**src/hw/rtl/nrd_pkg.sv**
```systemverilog
// ----------------------------------------------------------------------------
// nrd_pkg
// Shared types, constants and helpers for the nearest direction gradient block.
// ----------------------------------------------------------------------------
package nrd_pkg;

  localparam int MAX_REFS   = 16;
  localparam int SLOT_W     = $clog2(MAX_REFS);
  localparam int CNT_W      = 5;
  localparam int THR_W      = 15;
  localparam int VEC_W      = 16;
  localparam int CFG_IDX_W  = 1;
  localparam int CFG_DATA_W = 15;
  localparam int QDEPTH     = 2;
  localparam int QPTR_W     = $clog2(QDEPTH);

  localparam logic [CFG_IDX_W-1:0] CFG_REF_COUNT = 1'b0;
  localparam logic [CFG_IDX_W-1:0] CFG_ANGLE_THR = 1'b1;

  localparam logic [1:0] ST_OK    = 2'd0;
  localparam logic [1:0] ST_BELOW = 2'd1;
  localparam logic [1:0] ST_DEGEN = 2'd2;

  localparam logic [THR_W-1:0]  ANGLE_PI      = 15'd25736;
  localparam logic [THR_W-1:0]  ANGLE_HALF_PI = 15'd12868;
  localparam logic signed [19:0] HALF_PI_Q16  = 20'sd102944;

  typedef struct packed {
    logic                    is_query;
    logic                    vec_zero;
    logic [SLOT_W-1:0]       slot;
    logic signed [VEC_W-1:0] x;
    logic signed [VEC_W-1:0] y;
    logic signed [VEC_W-1:0] z;
  } item_t;

  typedef struct packed {
    logic [CNT_W-1:0] ref_count;
    logic [THR_W-1:0] angle_threshold;
  } cfg_t;

  // arctan(2^-i) in Q16 radians
  function automatic logic signed [19:0] atan_step(input logic [3:0] i);
    logic signed [19:0] v;
    unique case (i)
      4'd0:  v = 20'sd51472;
      4'd1:  v = 20'sd30386;
      4'd2:  v = 20'sd16055;
      4'd3:  v = 20'sd8150;
      4'd4:  v = 20'sd4091;
      4'd5:  v = 20'sd2047;
      4'd6:  v = 20'sd1024;
      4'd7:  v = 20'sd512;
      4'd8:  v = 20'sd256;
      4'd9:  v = 20'sd128;
      4'd10: v = 20'sd64;
      4'd11: v = 20'sd32;
      4'd12: v = 20'sd16;
      4'd13: v = 20'sd8;
      4'd14: v = 20'sd4;
      4'd15: v = 20'sd2;
      default: v = 20'sd0;
    endcase
    return v;
  endfunction

  // last slot searched: zero searches one, oversize searches all
  function automatic logic [SLOT_W-1:0] count_m1(input logic [CNT_W-1:0] c);
    logic [SLOT_W-1:0] v;
    if (c == '0) begin
      v = '0;
    end else if (c > CNT_W'(MAX_REFS)) begin
      v = SLOT_W'(MAX_REFS - 1);
    end else begin
      v = SLOT_W'(c - CNT_W'(1));
    end
    return v;
  endfunction

endpackage

```
**src/hw/rtl/nrd_front.sv**
```systemverilog
// ----------------------------------------------------------------------------
// nrd_front
// Input stage: takes words, tags load/query and zero vectors, feeds the queue.
// ----------------------------------------------------------------------------
module nrd_front (
  input  logic                             clk,
  input  logic                             rst_n,
  input  logic                             in_valid,
  output logic                             in_stall,
  input  logic                             in_mode,
  input  logic [nrd_pkg::SLOT_W-1:0]       in_ref_index,
  input  logic signed [nrd_pkg::VEC_W-1:0] in_vec_x,
  input  logic signed [nrd_pkg::VEC_W-1:0] in_vec_y,
  input  logic signed [nrd_pkg::VEC_W-1:0] in_vec_z,
  output logic                             push,
  output nrd_pkg::item_t                   push_item,
  input  logic                             q_full
);
  import nrd_pkg::*;

  logic  fr_valid_r;
  item_t fr_item_r;
  logic  accept;

  assign in_stall  = fr_valid_r && q_full;
  assign accept    = in_valid && !in_stall;
  assign push      = fr_valid_r && !q_full;
  assign push_item = fr_item_r;

  always_ff @(posedge clk) begin
    if (!rst_n) begin
      fr_valid_r <= 1'b0;
    end else if (accept) begin
      fr_valid_r <= 1'b1;
    end else if (push) begin
      fr_valid_r <= 1'b0;
    end
  end

  always_ff @(posedge clk) begin
    if (accept) begin
      fr_item_r.is_query <= in_mode;
      fr_item_r.vec_zero <= (in_vec_x == '0) && (in_vec_y == '0) && (in_vec_z == '0);
      fr_item_r.slot     <= in_ref_index;
      fr_item_r.x        <= in_vec_x;
      fr_item_r.y        <= in_vec_y;
      fr_item_r.z        <= in_vec_z;
    end
  end

endmodule

```
**config.mk**
```make
export PLATFORM = sky130hd
export DESIGN_NAME = nrd_front
export DESIGN_NICKNAME = d
export VERILOG_FILES = /design/src/hw/rtl/nrd_pkg.sv /design/src/hw/rtl/nrd_front.sv
export SDC_FILE = /design/constraint.sdc
export NUM_CORES = 1
export LEC_CHECK = 0
export BUFFER_PORTS_ARGS = -buffer_cell sky130_fd_sc_hd__buf_2
export CAP_MARGIN = 10
export CORE_MARGIN = 2
export CORE_UTILIZATION = 30
export DETAILED_ROUTE_END_ITERATION = 10
export GPL_TIMING_DRIVEN = 0
export PLACE_DENSITY_LB_ADDON = 0.15
export SETUP_SLACK_MARGIN = 0.3
export SLEW_MARGIN = 25
export SYNTH_ARGS = -nofsm -noshare
export SYNTH_HDL_FRONTEND = slang
export SYNTH_SLANG_ARGS = --single-unit
```
**constraint.sdc**
```tcl
create_clock -name clk -period 4 [get_ports clk]
set_input_delay 0.2 -clock clk [delete_from_list [all_inputs] [get_ports clk]]
set_output_delay 0.2 -clock clk [all_outputs]
set_load 0.02 [all_outputs]
```
==> results.md <==
- Status: finished, final reports clean
- Yosys warns: 0
- Inserted Clock Buffers: 5
- Hold Path Class: input port to flop
- Max-cap check violation count: 0
- Layout Nets: 252
- Root buf cell: clkbuf_8
- Syn_area_per_cell: 23.7 µm²
- TritonCTS clock tree: yes
- Post-route ant nets: 0
- Kind of cell adding the most delay to the critical path: simple AND/OR/NAND/NOR gates
- Largest area contributor in the netlist: edfxtp_1
- Vias in the first global route: 1,154
- Kind of critical path: flop to flop
- Total track usage: 0.108
- Max-slew violation count: 0
- Largest net degree at the start of global routing: 30
- Max IR drop VDD: 176 µV
- Vias per std cell: 4.34
- Worst path slowest cell: nor2b_4
- Buffers and inverters on the worst path: 1
- Vias: 1,176
- Critical-path cell list: and2_1 > nor2b_4 > buf_12
- Commonest non-fill, non-tap cells in the layout: 112 x buf_2, 54 x edfxtp_1, 11 x nor4_1
- I/O pin count: 113
- Remaining Overflow, GRT: 0
- Dpl hpwl: 2890 µm
- Syn Inst Count: 75
- Synthesized Nets: 132
- Die area: 6560 µm²
- LEAKAGE: 0.00106 µW
- Most common cell after layout, fill and taps aside: buf_2
- H-tree depth: 2
- Post-Route WL: 3560 µm
- Clk pin slew, worst setup/hold paths: 0.09 ns
- Final min period: 1.69 ns
- CTS Hold Buffers Added: 0
- Post-synth top area share: 0.912
- Share of cells above drive strength 1: 0.628
- Pwr dens: 448 nW/µm²
- Final instance count without filler cells: 271
- Critical path required time: 4.00 ns
- Initial antenna violation count: 0
- Crit path max fanout: 29
- Critical path endpoint category: flop
- 1st-iter DRT viols: 26
- Final Power: 1150 µW
- # diodes: 0
- Cell Area, Synth: 1780 µm²
- RSZ-0062 raised after global routing: no
- Drc violations: 0
- Setup-failing EPs final: 0
- Relative slew margins: 0.499
- Dpl ws: 2.27 ns
- Startpoint Class: flop
- Routability cong.: 0.712
- Max Root-Sink Buffers: 2
- Postcts setup bufs: 0
- Clock Skews: 0.00849 ns
- Count of cell types in the netlist: 9
- Worst setup margin: 2.31 ns
- Placed cells: 263
- Clk_lat worst skew: 0.30 ns
- First-pass GRT wire length: 5220 µm
- Final hold vios: 0
- Initial core utilization: 0.306
- First drt pass iteration count: 4
- Wire length per cell: 13.1 µm
- # rows: 28
- Fmax: 0.592 GHz
- Worst path max stage delay: 0.61 ns
- Worst-margin pin slew: 0.750 ns
- Min Hold Slack: 0.0719 ns
- I/O Buffers: 112
- Core area: 5820 µm²
- Post-CTS sizing: 0
- Synth top area cells: edfxtp_1 91%, nor4_1 3.9%, dfxtp_1 1.1%
- Synth-to-layout area growth: 44.4%
- Die W: 81.0 µm
- Synthesis-stage register bit count: 55
- Sink Count: 55
- Register area share after synthesis: 0.923
- Data arrival, critical path: 1.69 ns
- Crit share post-route: 0.422
- Die H: 81.0 µm
-- registers in the layout (all words and copies together) (netlist names) --
name and flops:
push_item 54, fr_valid_r 1
-- power breakdown --
part	switching [µW]	total [µW]	leakage [µW]	internal (µW)
clock	160	344	0.0000556	183
sequential	6.99	679	0.000531	672
combinational	81.8	128	0.000475	46.1
-- cells in the mapped netlist --
master	n
nor4_2	1
nand4_1	3
nor2b_1	2
edfxtp_1	54
o21a_1	1
dfxtp_1	1
and2_1	1
nor3_2	1
nor4_1	11
-- worst paths after layout --
kind,start,end,slack [ns],depth (start not counted)
setup / recovery,fr_valid_r$_SDFFE_PN0P_,push_item[12]$_DFFE_PP_,2.31,3
hold / removal,in_ref_index[0],push_item[48]$_DFFE_PP_,0.07,1
setup reg to reg,fr_valid_r$_SDFFE_PN0P_,push_item[12]$_DFFE_PP_,2.31,3
hold reg to reg,fr_valid_r$_SDFFE_PN0P_,fr_valid_r$_SDFFE_PN0P_,0.68,2
-- per-layer routing --
| layer | wire length, µm | part of all wire | GRT usage |
|---|---|---|---|
| met5 | 0 | 0 | 0 |
| met4 | 40 | 0.011 | 0.0305 |
| met3 | 479 | 0.13 | 0.0578 |
| met2 | 1730 | 0.49 | 0.182 |
| met1 | 1310 | 0.37 | 0.119 |
-- final cells by class --
cell class	count	area [µm²]
clock buffer	5	68.8
multi-input combinational	20	144
clock inverter	3	38.8
tap	75	93.8
sequential	55	1640
fill	546	3250
timing repair buffer	113	581
-- stage by stage --
step	area [µm²]	setup TNS, ns	utilization
after floorplan	1780	0	-
after global placement	2430	-4.35	0.418
after detailed placement	2460	0	0.423
after CTS	2570	0	0.441
after global routing	2570	0	0.441
final	2570	0	0.441
-- kinds of logic after synthesis --
| group | Yosys count | synth area share |
|---|---|---|
| AOI/OAI and AO/OA | 1 | 0.00422 |
| and+or+nand+nor | 19 | 0.0725 |
| DFF | 55 | 0.923 |
Power figures use the tool's default switching activity.
