--- config.mk ---
export PLATFORM = sky130hd
export DESIGN_NAME = nrd_fifo
export DESIGN_NICKNAME = d
export VERILOG_FILES = /design/src/hw/rtl/nrd_pkg.sv /design/src/hw/rtl/nrd_fifo.sv
export SDC_FILE = /design/constraint.sdc
export NUM_CORES = 1
export LEC_CHECK = 0
export ABC_AREA = 1
export BUFFER_PORTS_ARGS = -buffer_cell sky130_fd_sc_hd__buf_2
export CAP_MARGIN = 15
export CORE_ASPECT_RATIO = 0.7
export CORE_MARGIN = 8
export CORE_UTILIZATION = 45
export CTS_CLUSTER_SIZE = 12
export DETAILED_ROUTE_END_ITERATION = 12
export PLACE_DENSITY = 0.73
export RECOVER_POWER = 50
export SLEW_MARGIN = 10
export SYNTH_ARGS = -nofsm -noshare
export SYNTH_HDL_FRONTEND = slang
export SYNTH_SLANG_ARGS = --single-unit
--- constraint.sdc ---
create_clock -name clk -period 3.1 [get_ports clk]
set_clock_uncertainty 0.05 [all_clocks]
set_input_delay 0.155 -clock clk [delete_from_list [all_inputs] [get_ports clk]]
set_output_delay 0.155 -clock clk [all_outputs]
set_load 0.1 [all_outputs]
--- src/hw/rtl/nrd_pkg.sv ---
// ----------------------------------------------------------------------------
// nrd_pkg
// Shared types, constants and helpers for the nearest direction gradient block.
// ----------------------------------------------------------------------------
package nrd_pkg;

  localparam int MAX_REFS   = 16;
  localparam int SLOT_W     = $clog2(MAX_REFS);
  localparam int CNT_W      = 5;
  localparam int THR_W      = 15;
  localparam int VEC_W      = 16;
  localparam int CFG_IDX_W  = 1;
  localparam int CFG_DATA_W = 15;
  localparam int QDEPTH     = 2;
  localparam int QPTR_W     = $clog2(QDEPTH);

  localparam logic [CFG_IDX_W-1:0] CFG_REF_COUNT = 1'b0;
  localparam logic [CFG_IDX_W-1:0] CFG_ANGLE_THR = 1'b1;

  localparam logic [1:0] ST_OK    = 2'd0;
  localparam logic [1:0] ST_BELOW = 2'd1;
  localparam logic [1:0] ST_DEGEN = 2'd2;

  localparam logic [THR_W-1:0]  ANGLE_PI      = 15'd25736;
  localparam logic [THR_W-1:0]  ANGLE_HALF_PI = 15'd12868;
  localparam logic signed [19:0] HALF_PI_Q16  = 20'sd102944;

  typedef struct packed {
    logic                    is_query;
    logic                    vec_zero;
    logic [SLOT_W-1:0]       slot;
    logic signed [VEC_W-1:0] x;
    logic signed [VEC_W-1:0] y;
    logic signed [VEC_W-1:0] z;
  } item_t;

  typedef struct packed {
    logic [CNT_W-1:0] ref_count;
    logic [THR_W-1:0] angle_threshold;
  } cfg_t;

  // arctan(2^-i) in Q16 radians
  function automatic logic signed [19:0] atan_step(input logic [3:0] i);
    logic signed [19:0] v;
    unique case (i)
      4'd0:  v = 20'sd51472;
      4'd1:  v = 20'sd30386;
      4'd2:  v = 20'sd16055;
      4'd3:  v = 20'sd8150;
      4'd4:  v = 20'sd4091;
      4'd5:  v = 20'sd2047;
      4'd6:  v = 20'sd1024;
      4'd7:  v = 20'sd512;
      4'd8:  v = 20'sd256;
      4'd9:  v = 20'sd128;
      4'd10: v = 20'sd64;
      4'd11: v = 20'sd32;
      4'd12: v = 20'sd16;
      4'd13: v = 20'sd8;
      4'd14: v = 20'sd4;
      4'd15: v = 20'sd2;
      default: v = 20'sd0;
    endcase
    return v;
  endfunction

  // last slot searched: zero searches one, oversize searches all
  function automatic logic [SLOT_W-1:0] count_m1(input logic [CNT_W-1:0] c);
    logic [SLOT_W-1:0] v;
    if (c == '0) begin
      v = '0;
    end else if (c > CNT_W'(MAX_REFS)) begin
      v = SLOT_W'(MAX_REFS - 1);
    end else begin
      v = SLOT_W'(c - CNT_W'(1));
    end
    return v;
  endfunction

endpackage

--- src/hw/rtl/nrd_fifo.sv ---
// ----------------------------------------------------------------------------
// nrd_fifo
// Short queue between the input stage and the compute engine.
// ----------------------------------------------------------------------------
module nrd_fifo (
  input  logic           clk,
  input  logic           rst_n,
  input  logic           push,
  input  nrd_pkg::item_t push_item,
  output logic           full,
  output logic           q_valid,
  output nrd_pkg::item_t q_item,
  input  logic           pop
);
  import nrd_pkg::*;

  item_t             mem_r [QDEPTH];
  logic [QPTR_W-1:0] wr_ptr_r;
  logic [QPTR_W-1:0] rd_ptr_r;
  logic [QPTR_W:0]   cnt_r;

  assign full    = (cnt_r == (QPTR_W+1)'(QDEPTH));
  assign q_valid = (cnt_r != '0);
  assign q_item  = mem_r[rd_ptr_r];

  always_ff @(posedge clk) begin
    if (!rst_n) begin
      wr_ptr_r <= '0;
      rd_ptr_r <= '0;
      cnt_r    <= '0;
    end else begin
      if (push) begin
        wr_ptr_r <= wr_ptr_r + QPTR_W'(1);
      end
      if (pop) begin
        rd_ptr_r <= rd_ptr_r + QPTR_W'(1);
      end
      if (push && !pop) begin
        cnt_r <= cnt_r + (QPTR_W+1)'(1);
      end else if (pop && !push) begin
        cnt_r <= cnt_r - (QPTR_W+1)'(1);
      end
    end
  end

  always_ff @(posedge clk) begin
    if (push) begin
      mem_r[wr_ptr_r] <= push_item;
    end
  end

endmodule

==> results of run 1 <==
final timing paths:
kind	start	end	slack [ns]	depth (start not counted)
setup / recovery	register	q_item[34]	0.87	3
hold reg to reg	rd_ptr_r	register	0.45	2
hold / removal	push	cnt_r[0]	0.12	3
setup reg to reg	wr_ptr_r	mem_r[1][16]	1.05	3
through the flow:
step	std cells	setup WS, ns	total power, mW	hold WS, ns	util (%)
after floorplan	203	0.00009837	2.525	0.2039	-
after global placement	441	1.288	2.638	0.2918	52.90
after detailed placement	441	1.285	2.648	0.2970	52.90
after CTS	530	0.8489	4.581	0.1055	64.89
after global routing	530	0.7707	4.675	0.1504	64.18
final	530	0.8716	4.535	0.1154	64.18
state kept, by name, summed over array words and instances (netlist names), named ones only:
signal / count
rd_ptr_r: 1
cnt_r: 2
mem_r: 108
wr_ptr_r: 1
cell type report:
type | instances | area, sq um
Clock buffer | 19 | 432.9
Clock inverter | 13 | 143.9
Fill cell | 690 | 3428
Inverter | 8 | 30.03
Multi-Input combinational cell | 76 | 900.9
Sequential cell | 113 | 3347
Tap cell | 128 | 160.2
Timing Repair Buffer | 173 | 1129
placed cells by master, fill, tap and decap left out:
master	instances
sky130_fd_sc_hd__clkinv_1	4
sky130_fd_sc_hd__o21ai_0	1
sky130_fd_sc_hd__inv_1	7
sky130_fd_sc_hd__nor2_4	1
sky130_fd_sc_hd__buf_12	2
sky130_fd_sc_hd__nand4_1	1
sky130_fd_sc_hd__dfxtp_1	4
sky130_fd_sc_hd__mux2_2	4
sky130_fd_sc_hd__dlygate4sd3_1	57
sky130_fd_sc_hd__dfxtp_4	1
sky130_fd_sc_hd__clkinvlp_4	3
sky130_fd_sc_hd__nor2_1	7
sky130_fd_sc_hd__edfxtp_1	108
sky130_fd_sc_hd__clkinv_2	4
sky130_fd_sc_hd__mux2_4	50
sky130_fd_sc_hd__clkbuf_2	3
sky130_fd_sc_hd__buf_2	69
sky130_fd_sc_hd__clkbuf_16	17
sky130_fd_sc_hd__clkbuf_1	44
sky130_fd_sc_hd__a21oi_1	1
sky130_fd_sc_hd__ha_1	1
sky130_fd_sc_hd__bufinv_16	3
sky130_fd_sc_hd__nand2_1	9
sky130_fd_sc_hd__nand3_1	1
synthesized netlist by cell type:
master                     instances  area share, %
sky130_fd_sc_hd__nand2_1           9           0.77
sky130_fd_sc_hd__o21ai_0           1           0.11
sky130_fd_sc_hd__buf_12            5            2.3
sky130_fd_sc_hd__a21oi_1           1           0.11
sky130_fd_sc_hd__buf_6             1           0.26
sky130_fd_sc_hd__ha_1              1           0.29
sky130_fd_sc_hd__mux2_2            4            1.0
sky130_fd_sc_hd__nand4_1           1           0.14
sky130_fd_sc_hd__edfxtp_1        108             74
sky130_fd_sc_hd__nor2_1            8           0.69
sky130_fd_sc_hd__dfxtp_1           5            2.3
sky130_fd_sc_hd__inv_1             8           0.69
sky130_fd_sc_hd__nand3_1           1           0.11
sky130_fd_sc_hd__mux2_4           50             17
critical path: stages, from the launching register on:
cell	delay (ns)
sky130_fd_sc_hd__dfxtp_4	0.62
sky130_fd_sc_hd__buf_12	0.32
sky130_fd_sc_hd__mux2_2	0.37
sky130_fd_sc_hd__buf_2	0.29
what timing repair did:
item / 4_1_cts / 5_1_grt
hold buffers: 57 / 0
endpoints found under the hold margin: 113 / 0
gates resized for setup: 0 / 0
routing by layer:
layer  track usage (%)  up-vias
met5                 0        -
met4             5.159        0
met3             6.352        9
met2             23.46      103
met1             14.97     1137
li1                  -     1159
report_power, final:
| group | internal [mW] | total [mW] | switching (mW) | leakage, nW |
|---|---|---|---|---|
| logic | 0.221 | 0.864 | 0.643 | 1.08 |
| registers | 1.77 | 1.80 | 0.0334 | 1.06 |
| clock network | 1.24 | 1.87 | 0.625 | 0.275 |
| total | 3.23 | 4.54 | 1.30 | 2.41 |
cells by family after synthesis:
family	count (synthesis)	synth area share [%]
adder cells (fa/ha/maj)	1	0.2858
multiplexers	54	18.18
flip-flops	113	76.36
AND/OR/NAND/NOR	19	1.715
AO/OA/AOI/OAI	2	0.2284
buffers and inverters	14	3.230
==> flow_results.xml, run 1 <==
<?xml version="1.0" encoding="UTF-8"?>
<metrics>
  <group name="route">
    <metric name="routed-wl-met3" unit="um">790</metric>
    <metric name="drt_drc_violations_left" unit="">0</metric>
    <metric name="route.detailed.wl_per_inst" unit="um">16.53</metric>
    <metric name="drt.antenna.violating_nets" unit="">0</metric>
    <metric name="count_of_routing_violations_after_the_opening_detailed_route_iteration" unit="">115</metric>
    <metric name="met1Wirelength" unit="um">3514</metric>
    <metric name="drt_first_pass_iters" unit="">4</metric>
    <metric name="routed_length_on_met2" unit="um">4389</metric>
    <metric name="detail_route.vias_per_cell" unit="">4.543</metric>
    <metric name="detailroute.via_count" unit="">2408</metric>
    <metric name="routed_wl" unit="um">8761</metric>
    <metric name="route.top_layer_used" unit="">met4</metric>
  </group>
  <group name="final_layout">
    <metric name="syn_to_final_growth" unit="%">40.33</metric>
    <metric name="postLayoutCellArea" unit="sq um">6143</metric>
    <metric name="diodes_inserted" unit="">0</metric>
    <metric name="drive_above_1_share" unit="%">39.05</metric>
    <metric name="fin_nets" unit="">448</metric>
  </group>
  <group name="clocking">
    <metric name="max-clock-path-buffers" unit="">2</metric>
    <metric name="cts_root_buffer" unit="">sky130_fd_sc_hd__clkbuf_16</metric>
    <metric name="clock_latency" unit="ns">0.40</metric>
    <metric name="htreeDepth" unit="">4</metric>
    <metric name="buffers_inserted_during_post_cts_setup_optimization" unit="">0</metric>
    <metric name="path_clk_slew" unit="ns">0.05</metric>
    <metric name="cts-buffers-inserted" unit="">17</metric>
    <metric name="clkSinkCount" unit="">113</metric>
    <metric name="clock_tree_from_tritoncts" unit="">built</metric>
  </group>
  <group name="floorplan">
    <metric name="overall_die_width" unit="um">133.9</metric>
    <metric name="design.core.area" unit="sq um">9572</metric>
    <metric name="design.die.area" unit="sq um">13190</metric>
    <metric name="die_h" unit="um">98.53</metric>
    <metric name="initial_utilization" unit="%">45.74</metric>
    <metric name="core.rowCount" unit="">30</metric>
    <metric name="design.portCount" unit="">114</metric>
  </group>
  <group name="yosys">
    <metric name="synth_area" unit="sq um">4378</metric>
    <metric name="synth-warning-count" unit="">0</metric>
    <metric name="syn_inst" unit="">203</metric>
    <metric name="postSynthAreaPerCell" unit="sq um">21.57</metric>
    <metric name="synth_nets" unit="">262</metric>
    <metric name="synth.distinct_cells" unit="">14</metric>
    <metric name="postSynthRegisterBits" unit="">113</metric>
    <metric name="ys_seq_area_share" unit="%">76.36</metric>
  </group>
  <group name="power">
    <metric name="power-per-cell-area" unit="nW/um^2">738.3</metric>
    <metric name="leakage" unit="nW">2.406</metric>
    <metric name="ir_drop" unit="V">0.0004916</metric>
  </group>
  <group name="timing">
    <metric name="final_hold_vio_count" unit="">0</metric>
    <metric name="setup_violations" unit="">0</metric>
    <metric name="max_freq" unit="MHz">448.8</metric>
    <metric name="tightestPinTransition" unit="ns">1.445</metric>
    <metric name="timing_max_transition_violations_final" unit="">0</metric>
    <metric name="post_route_setup_tns" unit="ns">0</metric>
    <metric name="final_cycle_utilization_of_the_critical_path" unit="%">71.88</metric>
    <metric name="timing.slew.headroom" unit="%">3.646</metric>
    <metric name="rsz0062_at_grt" unit="">false</metric>
    <metric name="final_period_minus_worst_setup_slack" unit="ns">2.228</metric>
  </group>
  <group name="status">
    <metric name="outcome" unit="">finished clean</metric>
  </group>
  <group name="setup_path">
    <metric name="critPathMaxFanout" unit="">33</metric>
    <metric name="critical_path_class" unit="">reg2out</metric>
    <metric name="critical_path_at" unit="ns">2.02</metric>
    <metric name="worstSetupStartpointType" unit="">register</metric>
    <metric name="timing.critical_path.required" unit="ns">2.89</metric>
    <metric name="capturing_element_type_of_the_critical_path" unit="">output pin</metric>
  </group>
  <group name="grt">
    <metric name="grtUsageTotal" unit="%">13.85</metric>
    <metric name="grt_overflow_total" unit="">0</metric>
    <metric name="antenna_violations_before_repair" unit="">0</metric>
    <metric name="number_of_global_route_vias_before_repair" unit="">2737</metric>
    <metric name="global_route_wire_length_before_repair" unit="um">13880</metric>
    <metric name="grt_max_degree" unit="">55</metric>
  </group>
  <group name="place">
    <metric name="postPlaceCellArea" unit="sq um">5064</metric>
    <metric name="io_buffers" unit="">113</metric>
    <metric name="dp_hpwl" unit="um">5259</metric>
    <metric name="gpl.final_weighted_congestion" unit="">0.6743</metric>
  </group>
  <group name="job">
    <metric name="max_cap_viol_count" unit="">0</metric>
  </group>
  <group name="worst_hold_path">
    <metric name="hp-class" unit="">in2reg</metric>
  </group>
</metrics>
Note: power is estimated with default switching activity, not from simulation.
==> run 2, diff against run 1 <==
- clock period: 3.1 -> 1.8 ns (I/O delays scaled with it)
==> flow_results.xml, run 2 (synthesized netlist as in run 1, its figures left out) <==
<?xml version="1.0" encoding="UTF-8"?>
<metrics>
  <group name="setup_path">
    <metric name="timing.critical_path.required" unit="ns">1.66</metric>
    <metric name="critical-path-slowest-cell" unit="">sky130_fd_sc_hd__dfxtp_4</metric>
    <metric name="critical_path_class" unit="">reg2out</metric>
    <metric name="critical_path_at" unit="ns">1.60</metric>
    <metric name="capturing_element_type_of_the_critical_path" unit="">output pin</metric>
    <metric name="critPathMaxFanout" unit="">15</metric>
    <metric name="critical_path_cell_sequence" unit="">buf_12, mux2_4, buf_2</metric>
    <metric name="largest_stage_delay_on_the_critical_path" unit="ns">0.41</metric>
    <metric name="worstSetupStartpointType" unit="">register</metric>
  </group>
  <group name="final_layout">
    <metric name="finish.cell_count_without_fillers" unit="">538</metric>
    <metric name="postLayoutCellArea" unit="sq um">6923</metric>
    <metric name="largest_register" unit="">mem_r</metric>
    <metric name="diodes_inserted" unit="">0</metric>
    <metric name="regArea" unit="sq um">3347</metric>
    <metric name="multi_input_area" unit="sq um">893.4</metric>
    <metric name="final_common_cell" unit="">sky130_fd_sc_hd__edfxtp_1</metric>
    <metric name="fill_cells" unit="">608</metric>
    <metric name="syn_to_final_growth" unit="%">58.13</metric>
    <metric name="largestRegisters" unit="">mem_r x108, cnt_r x2</metric>
    <metric name="layout_common_cells" unit="">sky130_fd_sc_hd__edfxtp_1, sky130_fd_sc_hd__dlygate4sd3_1, sky130_fd_sc_hd__mux2_4, sky130_fd_sc_hd__buf_12, sky130_fd_sc_hd__clkbuf_1</metric>
    <metric name="fin_nets" unit="">456</metric>
    <metric name="largest_register_ff_count" unit="">108</metric>
    <metric name="final_util" unit="%">72.33</metric>
    <metric name="drive_above_1_share" unit="%">40.98</metric>
  </group>
  <group name="power">
    <metric name="combinationalPowerShare" unit="%">22.0</metric>
    <metric name="leakage" unit="nW">2.724</metric>
    <metric name="power_report.internal_total" unit="mW">6.176</metric>
    <metric name="power-per-cell-area" unit="nW/um^2">1218</metric>
    <metric name="report.power.total" unit="mW">8.431</metric>
    <metric name="power.switching" unit="mW">2.255</metric>
    <metric name="proportion_of_power_drawn_by_flip_flops_and_latches" unit="%">36.6</metric>
    <metric name="power.switching_fraction" unit="%">26.75</metric>
    <metric name="ir_drop" unit="V">0.0008282</metric>
    <metric name="clock_power_share" unit="%">41.3</metric>
  </group>
  <group name="clocking">
    <metric name="clock_tree_from_tritoncts" unit="">built</metric>
    <metric name="path_clk_slew" unit="ns">0.05</metric>
    <metric name="clkSinkCount" unit="">113</metric>
    <metric name="cts-buffers-inserted" unit="">17</metric>
    <metric name="htreeDepth" unit="">4</metric>
    <metric name="clock_latency" unit="ns">0.40</metric>
    <metric name="max-clock-path-buffers" unit="">2</metric>
    <metric name="cts_root_buffer" unit="">sky130_fd_sc_hd__clkbuf_16</metric>
  </group>
  <group name="timing">
    <metric name="finalHoldWorstSlack" unit="ns">0.3643</metric>
    <metric name="post_route_setup_tns" unit="ns">0</metric>
    <metric name="final_period_minus_worst_setup_slack" unit="ns">1.739</metric>
    <metric name="final_hold_vio_count" unit="">0</metric>
    <metric name="tightestPinTransition" unit="ns">0.5988</metric>
    <metric name="timing.slew.headroom" unit="%">60.08</metric>
    <metric name="fin_ws" unit="ns">0.06054</metric>
    <metric name="rsz0062_at_grt" unit="">false</metric>
    <metric name="setup_violations" unit="">0</metric>
    <metric name="final_cycle_utilization_of_the_critical_path" unit="%">96.64</metric>
    <metric name="max_freq" unit="MHz">574.9</metric>
    <metric name="timing_max_transition_violations_final" unit="">0</metric>
  </group>
  <group name="floorplan">
    <metric name="die_h" unit="um">98.53</metric>
    <metric name="overall_die_width" unit="um">133.9</metric>
    <metric name="design.die.area" unit="sq um">13190</metric>
    <metric name="core.rowCount" unit="">30</metric>
    <metric name="design.core.area" unit="sq um">9572</metric>
    <metric name="design.portCount" unit="">114</metric>
    <metric name="initial_utilization" unit="%">45.74</metric>
  </group>
  <group name="route">
    <metric name="drt.antenna.violating_nets" unit="">0</metric>
    <metric name="route.detailed.wl_per_inst" unit="um">17.15</metric>
    <metric name="count_of_routing_violations_after_the_opening_detailed_route_iteration" unit="">109</metric>
    <metric name="drt_drc_violations_left" unit="">0</metric>
    <metric name="detail_route.vias_per_cell" unit="">4.613</metric>
    <metric name="drt_first_pass_iters" unit="">4</metric>
    <metric name="detailroute.via_count" unit="">2482</metric>
    <metric name="routed_wl" unit="um">9226</metric>
  </group>
  <group name="place">
    <metric name="post-place-ws" unit="ns">0.3113</metric>
    <metric name="postPlaceCellArea" unit="sq um">5756</metric>
    <metric name="io_buffers" unit="">113</metric>
    <metric name="gpl.final_weighted_congestion" unit="">0.6809</metric>
    <metric name="dp_hpwl" unit="um">5923</metric>
    <metric name="placed_cells_incl_taps" unit="">445</metric>
  </group>
  <group name="grt">
    <metric name="grtUsageTotal" unit="%">14.52</metric>
    <metric name="grt_overflow_total" unit="">0</metric>
    <metric name="grt_max_degree" unit="">41</metric>
    <metric name="antenna_violations_before_repair" unit="">0</metric>
    <metric name="global_route_wire_length_before_repair" unit="um">14610</metric>
    <metric name="number_of_global_route_vias_before_repair" unit="">2800</metric>
  </group>
  <group name="status">
    <metric name="outcome" unit="">finished clean</metric>
  </group>
  <group name="worst_hold_path">
    <metric name="hp-class" unit="">in2reg</metric>
  </group>
  <group name="job">
    <metric name="max_cap_viol_count" unit="">0</metric>
  </group>
</metrics>
[run 2: cell types whose count changed in the layout (fill, tap and decap cells not counted), moves of 2 or more]
cell,delta
sky130_fd_sc_hd__buf_4,+5
sky130_fd_sc_hd__clkinv_1,-3
sky130_fd_sc_hd__buf_2,-40
sky130_fd_sc_hd__buf_12,+44
sky130_fd_sc_hd__clkbuf_4,+3
sky130_fd_sc_hd__clkinvlp_4,-2
sky130_fd_sc_hd__clkinv_2,-3
sky130_fd_sc_hd__clkbuf_8,+4
[run 2: worst paths after layout]
check                    start            to  slack, ns  cells after the start
setup reg to reg      wr_ptr_r  mem_r[0][41]       0.32                      2
hold reg to reg       rd_ptr_r      register       0.47                      2
setup / recovery      register    q_item[45]       0.06                      3
hold / removal    push_item[5]   mem_r[0][5]       0.36                      2
[run 2: repair_timing]
| item | 4_1_cts | 5_1_grt |
|---|---|---|
| endpoints found under the setup margin | 23 | 2 |
| hold endpoints to repair | 113 | 0 |
| hold buffers | 57 | 0 |
| resized for setup | 1 | 2 |
| setup buffers | 4 | 0 |
[run 2: worst max-delay path, delay by kind of cell (launching register included)]
| family | cells | cell delay, ns |
|---|---|---|
| buffers and inverters | 2 | 0.47 |
| DFF | 1 | 0.41 |
| muxes | 1 | 0.31 |
[run 2: metal layers]
metal  wire length [um]  vias up  GRT usage (%)
met5                  0        -              0
met4                 81        0          5.417
met3                826       10          7.012
met2               4759       91          25.12
met1               3559     1204          15.01
li1                   -     1177              -
[run 2: layout make-up]
class                      instances  share of cell area, %
sequential                       113                  48.35
multi-input combinational         76                  12.90
inverter                           8                 0.4880
clock inverter                     6                  1.862
tap                              128                  2.313
timing repair buffer             181                  26.88
clock buffer                      26                  7.211
[run 2: power groups by stage]
stage	clock network (mW)	registers, mW	logic, mW
floorplan	0	3.12	1.22
global placement	0	3.14	1.74
detailed placement	0	3.15	1.76
CTS	3.55	3.09	1.88
global route	3.66	3.10	1.92
finish	3.49	3.09	1.86
